**src/dmcs_pkg.sv**
```systemverilog
// dmcs_pkg: shared types and constants of the mailbox command sequencer
// used by every module under src; depends on nothing
`timescale 1ns / 1ps

package dmcs_pkg;

  // reply kinds as seen on the result channel
  localparam logic [1:0] KIND_SYNC      = 2'd0;
  localparam logic [1:0] KIND_WORD      = 2'd1;
  localparam logic [1:0] KIND_FRAME_END = 2'd2;

  // reply group codes passed from front to back
  localparam logic [1:0] OP_ACK_NORMAL = 2'd0;  // sync notice then acknowledge word
  localparam logic [1:0] OP_ACK_LIGHT  = 2'd1;  // single light acknowledge word
  localparam logic [1:0] OP_BUFFER     = 2'd2;  // sync notice, buffer word, maybe frame end

  // command bytes
  localparam logic [6:0] CMD_VOICES = 7'h01;
  localparam logic [6:0] CMD_FRAME  = 7'h02;

  // fixed list lengths of the light protocol
  localparam logic [15:0] LIGHT_LEN_VOICES = 16'd5;
  localparam logic [15:0] LIGHT_LEN_FRAME  = 16'd3;

  // upper parts of the literal reply words
  localparam logic [15:0] ACK_NORMAL_HI = 16'hF355;
  localparam logic [15:0] ACK_LIGHT_HI  = 16'h8000;
  localparam logic [23:0] BUFFER_HI     = 24'hF355FF;

  // queue between front and back
  localparam int Q_DEPTH = 4;
  localparam int Q_AW    = 2;

  // one queued reply group
  typedef struct packed {
    logic [1:0]  op;
    logic [15:0] tag;        // acknowledge tag, or buffer index in the low byte
    logic        frame_end;  // buffer group closes the frame
  } reply_desc_t;

  // push side of the queue
  typedef struct packed {
    logic        valid;
    reply_desc_t desc;
  } reply_push_t;

endpackage

```
**src/dmcs_front.sv**
```systemverilog
// dmcs_front: accepts mailbox words, keeps the protocol state, classifies replies
// depends on dmcs_pkg; feeds dmcs_queue
`timescale 1ns / 1ps

module dmcs_front (
  input  logic                 clk,
  input  logic                 rst_n,
  input  logic                 accept,
  input  logic [31:0]          mail,
  input  logic                 cfg_we,
  input  logic                 cfg_light,
  output dmcs_pkg::reply_push_t push
);

  logic        light_r,         light_nxt;
  logic        sync_wait_r,     sync_wait_nxt;
  logic        frame_pending_r, frame_pending_nxt;
  logic        list_active_r,   list_active_nxt;
  logic [15:0] received_r,      received_nxt;
  logic [15:0] expected_r,      expected_nxt;
  logic [31:0] first_r,         first_nxt;
  logic [15:0] voice_total_r,   voice_total_nxt;
  logic [7:0]  buf_index_r,     buf_index_nxt;
  logic [7:0]  buf_total_r,     buf_total_nxt;

  logic        take;
  logic [15:0] rec_eff;
  logic [15:0] exp_eff;
  logic [15:0] rec_inc;
  logic [31:0] first_eff;
  logic [6:0]  cmd;
  logic [4:0]  voice_hi;
  logic [8:0]  voice_next;
  logic [7:0]  buf_inc;

  assign voice_hi   = {1'b0, mail[19:16]} + 5'd1;
  assign voice_next = {voice_hi, 4'b0000};
  assign buf_inc    = buf_index_r + 8'd1;

  // protocol state update for one accepted beat
  always_comb begin
    light_nxt         = cfg_we ? cfg_light : light_r;
    sync_wait_nxt     = sync_wait_r;
    frame_pending_nxt = frame_pending_r;
    list_active_nxt   = list_active_r;
    received_nxt      = received_r;
    expected_nxt      = expected_r;
    first_nxt         = first_r;
    voice_total_nxt   = voice_total_r;
    buf_index_nxt     = buf_index_r;
    buf_total_nxt     = buf_total_r;
    push              = '0;
    take              = 1'b0;
    rec_eff           = received_r;
    exp_eff           = expected_r;
    rec_inc           = '0;
    first_eff         = first_r;
    cmd               = mail[30:24];

    if (accept) begin
      if (light_r) begin
        // light protocol: command byte fixes the list length
        if (!list_active_r) begin
          rec_eff = '0;
          priority if (cmd == dmcs_pkg::CMD_VOICES) begin
            exp_eff = dmcs_pkg::LIGHT_LEN_VOICES;
            take    = 1'b1;
          end else if (cmd == dmcs_pkg::CMD_FRAME) begin
            exp_eff = dmcs_pkg::LIGHT_LEN_FRAME;
            take    = 1'b1;
          end else begin
            exp_eff = '0;
          end
          expected_nxt = exp_eff;
          if (take) begin
            list_active_nxt = 1'b1;
            received_nxt    = '0;
          end
        end else begin
          take = 1'b1;
        end
      end else begin
        priority if (sync_wait_r) begin
          // sync data word checks its voice field against the voice total and may advance the buffer counter
          sync_wait_nxt = 1'b0;
          if (frame_pending_r && ({7'b0, voice_next} >= voice_total_r)) begin
            buf_index_nxt       = buf_inc;
            push.valid          = 1'b1;
            push.desc.op        = dmcs_pkg::OP_BUFFER;
            push.desc.tag       = {8'b0, buf_inc};
            push.desc.frame_end = (buf_inc == buf_total_r);
            if (buf_inc == buf_total_r) begin
              frame_pending_nxt = 1'b0;
            end
          end
        end else if (list_active_r) begin
          take = 1'b1;
        end else if (mail == 32'd0) begin
          sync_wait_nxt = 1'b1;
        end else if (mail[31:16] == 16'd0) begin
          list_active_nxt = 1'b1;
          expected_nxt    = mail[15:0];
          received_nxt    = '0;
        end else begin
          // debug or unknown word: ignored
        end
      end

      // list word; only the first word of a list is ever used, later ones just count
      if (take) begin
        rec_inc      = rec_eff + 16'd1;
        received_nxt = rec_inc;
        if (rec_eff == 16'd0) begin
          first_eff = mail;
          first_nxt = mail;
        end
        if (rec_inc >= exp_eff) begin
          list_active_nxt = 1'b0;
          if (first_eff[30:24] == dmcs_pkg::CMD_VOICES) begin
            voice_total_nxt = first_eff[15:0];
          end
          if (first_eff[30:24] == dmcs_pkg::CMD_FRAME) begin
            buf_index_nxt = '0;
            buf_total_nxt = first_eff[23:16];
          end
          if (!light_r && first_eff[30:24] == dmcs_pkg::CMD_FRAME) begin
            frame_pending_nxt = 1'b1;
          end else begin
            push.valid          = 1'b1;
            push.desc.op        = light_r ? dmcs_pkg::OP_ACK_LIGHT : dmcs_pkg::OP_ACK_NORMAL;
            push.desc.tag       = first_eff[31:16];
            push.desc.frame_end = 1'b0;
          end
        end
      end
    end
  end

  // control state
  always_ff @(posedge clk) begin
    if (!rst_n) begin
      light_r         <= 1'b0;
      sync_wait_r     <= 1'b0;
      frame_pending_r <= 1'b0;
      list_active_r   <= 1'b0;
      received_r      <= '0;
      expected_r      <= '0;
      first_r         <= '0;
      voice_total_r   <= '0;
      buf_index_r     <= '0;
      buf_total_r     <= '0;
    end else begin
      light_r         <= light_nxt;
      sync_wait_r     <= sync_wait_nxt;
      frame_pending_r <= frame_pending_nxt;
      list_active_r   <= list_active_nxt;
      received_r      <= received_nxt;
      expected_r      <= expected_nxt;
      first_r         <= first_nxt;
      voice_total_r   <= voice_total_nxt;
      buf_index_r     <= buf_index_nxt;
      buf_total_r     <= buf_total_nxt;
    end
  end

endmodule

```
**src/dmcs_queue.sv**
```systemverilog
// dmcs_queue: short queue of reply groups between front and back
// depends on dmcs_pkg
`timescale 1ns / 1ps

module dmcs_queue (
  input  logic                  clk,
  input  logic                  rst_n,
  input  dmcs_pkg::reply_push_t push,
  input  logic                  pop,
  output logic                  full,
  output logic                  not_empty,
  output dmcs_pkg::reply_desc_t head
);

  dmcs_pkg::reply_desc_t entry_r [dmcs_pkg::Q_DEPTH];
  logic [dmcs_pkg::Q_AW-1:0] wr_ptr_r, wr_ptr_nxt;
  logic [dmcs_pkg::Q_AW-1:0] rd_ptr_r, rd_ptr_nxt;
  logic [dmcs_pkg::Q_AW:0]   count_r,  count_nxt;
  logic                      do_push;
  logic                      do_pop;

  assign full      = (count_r == (dmcs_pkg::Q_AW+1)'(dmcs_pkg::Q_DEPTH));
  assign not_empty = (count_r != '0);
  assign head      = entry_r[rd_ptr_r];
  assign do_push   = push.valid && !full;
  assign do_pop    = pop && not_empty;

  // pointer and fill count
  always_comb begin
    wr_ptr_nxt = do_push ? wr_ptr_r + 1'b1 : wr_ptr_r;
    rd_ptr_nxt = do_pop  ? rd_ptr_r + 1'b1 : rd_ptr_r;
    count_nxt  = count_r + (dmcs_pkg::Q_AW+1)'(do_push) - (dmcs_pkg::Q_AW+1)'(do_pop);
  end

  always_ff @(posedge clk) begin
    if (!rst_n) begin
      wr_ptr_r <= '0;
      rd_ptr_r <= '0;
      count_r  <= '0;
    end else begin
      wr_ptr_r <= wr_ptr_nxt;
      rd_ptr_r <= rd_ptr_nxt;
      count_r  <= count_nxt;
    end
  end

  // entry storage
  always_ff @(posedge clk) begin
    if (do_push) begin
      entry_r[wr_ptr_r] <= push.desc;
    end
  end

endmodule

```
**src/dmcs_back.sv**
```systemverilog
// dmcs_back: expands queued reply groups into reply beats, one per cycle while out_stall is low
// depends on dmcs_pkg; drains dmcs_queue
`timescale 1ns / 1ps

module dmcs_back (
  input  logic                  clk,
  input  logic                  rst_n,
  input  logic                  q_not_empty,
  input  dmcs_pkg::reply_desc_t q_head,
  output logic                  q_pop,
  output logic                  out_valid,
  input  logic                  out_stall,
  output logic [1:0]            out_reply_kind,
  output logic [31:0]           out_reply_word,
  output logic                  out_raise_interrupt,
  output logic                  out_last
);

  logic [1:0]  step_r, step_nxt;
  logic        valid_r, valid_nxt;
  logic [1:0]  kind_r;
  logic [31:0] word_r;
  logic        irq_r;
  logic        last_r;

  logic        load;
  logic [1:0]  kind_c;
  logic [31:0] word_c;
  logic        irq_c;
  logic        last_c;

  assign load = q_not_empty && (!valid_r || !out_stall);

  // reply for the current step of the head group
  always_comb begin
    kind_c = dmcs_pkg::KIND_SYNC;
    word_c = '0;
    irq_c  = 1'b0;
    last_c = 1'b0;
    unique case (q_head.op)
      dmcs_pkg::OP_ACK_LIGHT: begin
        kind_c = dmcs_pkg::KIND_WORD;
        word_c = {dmcs_pkg::ACK_LIGHT_HI, q_head.tag};
        last_c = 1'b1;
      end
      dmcs_pkg::OP_ACK_NORMAL: begin
        if (step_r == 2'd0) begin
          irq_c = 1'b1;
        end else begin
          kind_c = dmcs_pkg::KIND_WORD;
          word_c = {dmcs_pkg::ACK_NORMAL_HI, q_head.tag};
          last_c = 1'b1;
        end
      end
      dmcs_pkg::OP_BUFFER: begin
        priority if (step_r == 2'd0) begin
          irq_c = 1'b1;
        end else if (step_r == 2'd1) begin
          kind_c = dmcs_pkg::KIND_WORD;
          word_c = {dmcs_pkg::BUFFER_HI, q_head.tag[7:0]};
          last_c = !q_head.frame_end;
        end else begin
          kind_c = dmcs_pkg::KIND_FRAME_END;
          last_c = 1'b1;
        end
      end
      default: begin
        last_c = 1'b1;
      end
    endcase
  end

  // step through the group, pop on its final beat
  always_comb begin
    q_pop     = load && last_c;
    step_nxt  = step_r;
    valid_nxt = valid_r;
    if (load) begin
      step_nxt  = last_c ? 2'd0 : step_r + 2'd1;
      valid_nxt = 1'b1;
    end else if (!out_stall) begin
      valid_nxt = 1'b0;
    end
  end

  always_ff @(posedge clk) begin
    if (!rst_n) begin
      step_r  <= '0;
      valid_r <= 1'b0;
    end else begin
      step_r  <= step_nxt;
      valid_r <= valid_nxt;
    end
  end

  // output payload register
  always_ff @(posedge clk) begin
    if (load) begin
      kind_r <= kind_c;
      word_r <= word_c;
      irq_r  <= irq_c;
      last_r <= last_c;
    end
  end

  assign out_valid           = valid_r;
  assign out_reply_kind      = kind_r;
  assign out_reply_word      = word_r;
  assign out_raise_interrupt = irq_r;
  assign out_last            = last_r;

endmodule

```
**src/dsp_mailbox_command_sequencer.sv**
```systemverilog
// dsp_mailbox_command_sequencer: top level of the mailbox command sequencer
// depends on dmcs_pkg, dmcs_front, dmcs_queue, dmcs_back
`timescale 1ns / 1ps

// Takes one 32-bit mailbox word per beat and sends zero to three reply beats
// for it, the final one flagged by out_last. A word is taken whenever the
// four-entry reply queue has room, so words that cause no reply stream in at
// one per cycle; replies leave the output register at one per cycle while
// out_stall is low, a pace set by the back end that expands each queued reply
// group beat by beat. The user must write light_mode through the cfg_ port
// (always ready) only while idle; the block itself does not enforce this.
// There is no clearing pass after reset.

module dsp_mailbox_command_sequencer (
  input  logic        clk,
  input  logic        rst_n,
  input  logic        in_valid,
  output logic        in_stall,
  input  logic [31:0] in_mail,
  output logic        out_valid,
  input  logic        out_stall,
  output logic [1:0]  out_reply_kind,
  output logic [31:0] out_reply_word,
  output logic        out_raise_interrupt,
  output logic        out_last,
  input  logic        cfg_valid,
  output logic        cfg_ready,
  input  logic        cfg_data
);

  dmcs_pkg::reply_push_t push;
  dmcs_pkg::reply_desc_t q_head;
  logic                  q_full;
  logic                  q_not_empty;
  logic                  q_pop;
  logic                  in_accept;

  // input beat handshake
  assign in_stall  = q_full;
  assign in_accept = in_valid && !q_full;
  assign cfg_ready = 1'b1;

  dmcs_front u_front (
    .clk       (clk),
    .rst_n     (rst_n),
    .accept    (in_accept),
    .mail      (in_mail),
    .cfg_we    (cfg_valid),
    .cfg_light (cfg_data),
    .push      (push)
  );

  dmcs_queue u_queue (
    .clk       (clk),
    .rst_n     (rst_n),
    .push      (push),
    .pop       (q_pop),
    .full      (q_full),
    .not_empty (q_not_empty),
    .head      (q_head)
  );

  dmcs_back u_back (
    .clk                 (clk),
    .rst_n               (rst_n),
    .q_not_empty         (q_not_empty),
    .q_head              (q_head),
    .q_pop               (q_pop),
    .out_valid           (out_valid),
    .out_stall           (out_stall),
    .out_reply_kind      (out_reply_kind),
    .out_reply_word      (out_reply_word),
    .out_raise_interrupt (out_raise_interrupt),
    .out_last            (out_last)
  );

endmodule

```
**config.mk**
```make
export PLATFORM = sky130hd
export DESIGN_NAME = dsp_mailbox_command_sequencer
export DESIGN_NICKNAME = d
export VERILOG_FILES = /design/src/dmcs_pkg.sv /design/src/dmcs_front.sv /design/src/dmcs_queue.sv /design/src/dmcs_back.sv /design/src/dsp_mailbox_command_sequencer.sv
export SDC_FILE = /design/constraint.sdc
export NUM_CORES = 1
export LEC_CHECK = 0
export BUFFER_PORTS_ARGS = -buffer_cell sky130_fd_sc_hd__buf_4
export CAP_MARGIN = 15
export CORE_MARGIN = 3
export CORE_UTILIZATION = 55
export CTS_CLUSTER_SIZE = 16
export DETAILED_ROUTE_END_ITERATION = 16
export PLACE_DENSITY = 0.77
export SLEW_MARGIN = 0
export SYNTH_ARGS = -nofsm -noshare
export SYNTH_HDL_FRONTEND = slang
export SYNTH_SLANG_ARGS = --single-unit
```
**constraint.sdc**
```tcl
create_clock -name clk -period 4 [get_ports clk]
set_input_delay 0.8 -clock clk [delete_from_list [all_inputs] [get_ports clk]]
set_output_delay 0.8 -clock clk [all_outputs]
set_load 0.01 [all_outputs]
```
==> impl_metrics.ini <==
[timing]
fin_tns_setup_ns = 0
max-slew-margin-rel_pct = 26.12
hold_viol_final = 0
setup_ws_ns = 0.2212
finClkSkew_ns = 0.01182
finalHoldWorstSlack_ns = 0.4680
maxSlewViolCount = 0
grt_setup_unrepaired = false
worstMarginPinSlew_ns = 1.093
post-route-min-period_ns = 3.779
finalCritPeriodShare_pct = 94.47
timing.fmax_mhz = 264.6
setup_violations = 0

[logic_synthesis]
synth_cells = 946
seq_area_frac_synth_pct = 49.73
netlist_area_um2 = 10360
ys_ff_latch = 209
synth-main-ff-cell = dfxtp_1
ys_warn_count = 0
synth.distinct_cells = 68
asyncSetResetFlopFracSynth_pct = 0
avgSynthCellArea_um2 = 10.96
synth-edff-count = 97

[power]
p_seq_share_pct = 42.8
comb_power_share_pct = 22.1
pwr-share-clk_pct = 35.0
p_per_area_nw_per_um2 = 490.7
p_int_mw = 4.307
swShare_pct = 27.33
leakagePower_nw = 4.639
p_sw_mw = 1.620
vdd_drop_max_uv = 264.6
finalPower_mw = 5.926

[clock_network]
tritoncts = built
clkTransAtPathRegs_ns = 0.06
ctsHtreeMaxLevel = 1
cts_sinks = 209
clk_path_buf_depth = 3
clkLatencyLatePin_ns = 0.51
clock-root-buffer = clkbuf_16
cts_buffers = 23

[routing]
wl_um = 22760
viasPerCell = 5.977
wl_per_cell_um = 17.86
antenna_left = 0
vias = 7615
drc = 0
first_pass_iters = 5
first_iter_violations = 600

[global_route]
antenna_found_initial = 0
grt_pass1_vias = 7176
track_usage_pct = 21.84
grt_max_degree = 43
overflow = 0
grt_pass1_wl_um = 36490

[floorplan]
dieArea_um2 = 20530
die_y_um = 143.3
initial_core_util_pct = 56.92
chipWidth_um = 143.3
placementRows = 49
design.core.area_um2 = 18210
io_pins = 77

[finish]
final_common_cell = buf_4
final_cell_mix = buf_4 (118), dfxtp_1 (112), edfxtp_1 (97)
area_growth_pct = 16.53
drive_gt1_share_pct = 22.20
fillers = 1393
post-route-util_pct = 66.33
antennaDiodeCount = 0
nNetsFinal = 1103

[placement]
place.gp.congestion = 0.8564
dp_hpwl_um = 15690
pre_cts_slack_ns = -0.1015
io_buffers = 69

[worst_setup_path]
crit_path_end_kind = flop
timing.rr.start = u_front.light_r
required_ns = 4.40
r2r-end = u_queue.count_r[1]
critical_path_class = reg -> reg
startpoint_type = flop
critPathLaunch = u_front.light_r
r2r_cells = 18
worstPathArrival_ns = 4.17
worstSetupEndpoint = u_queue.count_r[1]
rrSetupSlack_ns = 0.22
cp_max_fo = 4

[job]
cap_violations = 0

[status]
status = completed

[worst_hold_path]
hp-class = reg -> reg
## state kept, by name (all words and copies together), names as in the netlist, named ones only
signal	cells
u_back.out_last	1
u_back.out_raise_interrupt	1
u_back.out_reply_kind	2
u_back.out_reply_word	17
u_back.out_valid	1
u_back.step_r	2
u_front.buf_index_r	8
u_front.buf_total_r	8
u_front.expected_r	16
u_front.first_r	32
u_front.frame_pending_r	1
u_front.light_r	1
u_front.list_active_r	1
u_front.received_r	16
u_front.sync_wait_r	1
u_front.voice_total_r	16
u_queue.count_r	3
u_queue.entry_r	76
u_queue.rd_ptr_r	2
u_queue.wr_ptr_r	2
## power groups by stage
stage	combinational (mW)	sequential [mW]	clock, mW
global placement	1.28	2.58	0
finish	1.31	2.54	2.08
floorplan	0.837	2.63	0
detailed placement	1.30	2.59	0
CTS	1.27	2.53	2.11
global route	1.44	2.56	2.20
## worst max-delay path, stage by stage, from the launching register on
cell and delay [ns]:
dfxtp_1 0.43, nand2b_4 0.09, and2_1 0.20, ha_4 0.18
and4_4 0.20, and4b_1 0.19, buf_4 0.13, buf_4 0.13
xnor2_1 0.12, ha_1 0.20, a211oi_1 0.20, nor2_1 0.09
nor3_2 0.20, o211a_1 0.25, nor2_2 0.06, o21a_1 0.19
ha_1 0.20, fa_1 0.43, and2_1 0.16
## metal layers
metal	GRT usage (%)	wire [µm]	part of all wire [%]	up-vias
li1	-	-	-	3637
met1	29.67	9752	43	3655
met2	36.60	10950	48	272
met3	3.248	1474	6.5	51
met4	6.492	582	2.6	0
met5	0	0	0	-
## synthesized netlist by cell type (6+ instances only)
cell type  count  share of area [%]
xnor2_1       14                1.2
nor3_1        43                2.1
mux4_2        19                4.1
mux2_2        24                2.6
nand4_1        6               0.36
clkbuf_1      30                1.1
and3_1        18                1.1
inv_1         30                1.1
ha_1          36                4.3
dfxtp_1      112                 22
edfxtp_1      97                 28
nor4_1        29                1.8
nand2_1       64                2.3
o21ai_0       15               0.72
nor2_1        72                2.6
mux2i_1       51                4.9
a21oi_1       33                1.6
nand2b_1      21                1.3
a31oi_1       25                1.5
a211oi_1       7               0.51
xor2_1        18                1.5
a22o_1        13                1.1
and2_1         6               0.36
buf_4         19                1.4
buf_2         14               0.68
nand3_1       42                2.0
## cells by family (layout without fill, tap and decap cells)
| kind of cell | count (synthesis) | in the layout | synth area share, % |
|---|---|---|---|
| and+or+nand+nor | 332 | 332 | 16.70 |
| muxes | 94 | 94 | 11.66 |
| DFF | 209 | 209 | 49.73 |
| AOI/OAI and AO/OA | 132 | 132 | 8.607 |
| other | 2 | 7 | 0.07246 |
| adders and majority gates | 37 | 37 | 4.539 |
| xor gates and xnor gates | 36 | 36 | 3.585 |
| buffers and inverters | 104 | 198 | 5.106 |
## layout make-up
class	instances	area, µm²	area share [%]
clock buffer	31	635.6	5.263
multi-input combinational	638	4778	39.56
timing repair buffer	124	992.2	8.215
tap	229	286.5	2.372
sequential	209	5155	42.68
clock inverter	11	110.1	0.9116
inverter	32	120.1	0.9945
## through the flow
| stage | instances | cell area, µm² |
|---|---|---|
| 4_1_cts | 1271 | 11970 |
| 6_report | 1274 | 12080 |
| 3_5_place_dp | 1229 | 11220 |
| 2_1_floorplan | 951 | 10430 |
| 3_3_place_gp | 1229 | 11220 |
| 5_1_grt | 1274 | 12080 |
## how the worst min path moves through the flow
stage / startpoint / to / slack, ns / depth (start not counted)
after floorplan: u_front.expected_r[14] / u_front.expected_r[14] / 0.45 / 2
after CTS: u_front.buf_total_r[0] / u_front.buf_total_r[0] / 0.47 / 2
final: u_front.buf_total_r[0] / u_front.buf_total_r[0] / 0.47 / 2
after global routing: u_front.expected_r[3] / u_front.expected_r[3] / 0.49 / 2
after detailed placement: u_front.buf_total_r[0] / u_front.buf_total_r[0] / 0.46 / 2
after global placement: u_front.expected_r[10] / u_front.expected_r[10] / 0.46 / 2
## what timing repair did
item                                    CTS  global route
endpoints found under the setup margin    9            45
buffers inserted                          0             2
pin swaps                                 1             3
hold buffers                              0             0
resized for setup                         0            15
No activity file was read; power rests on OpenSTA's default activity.
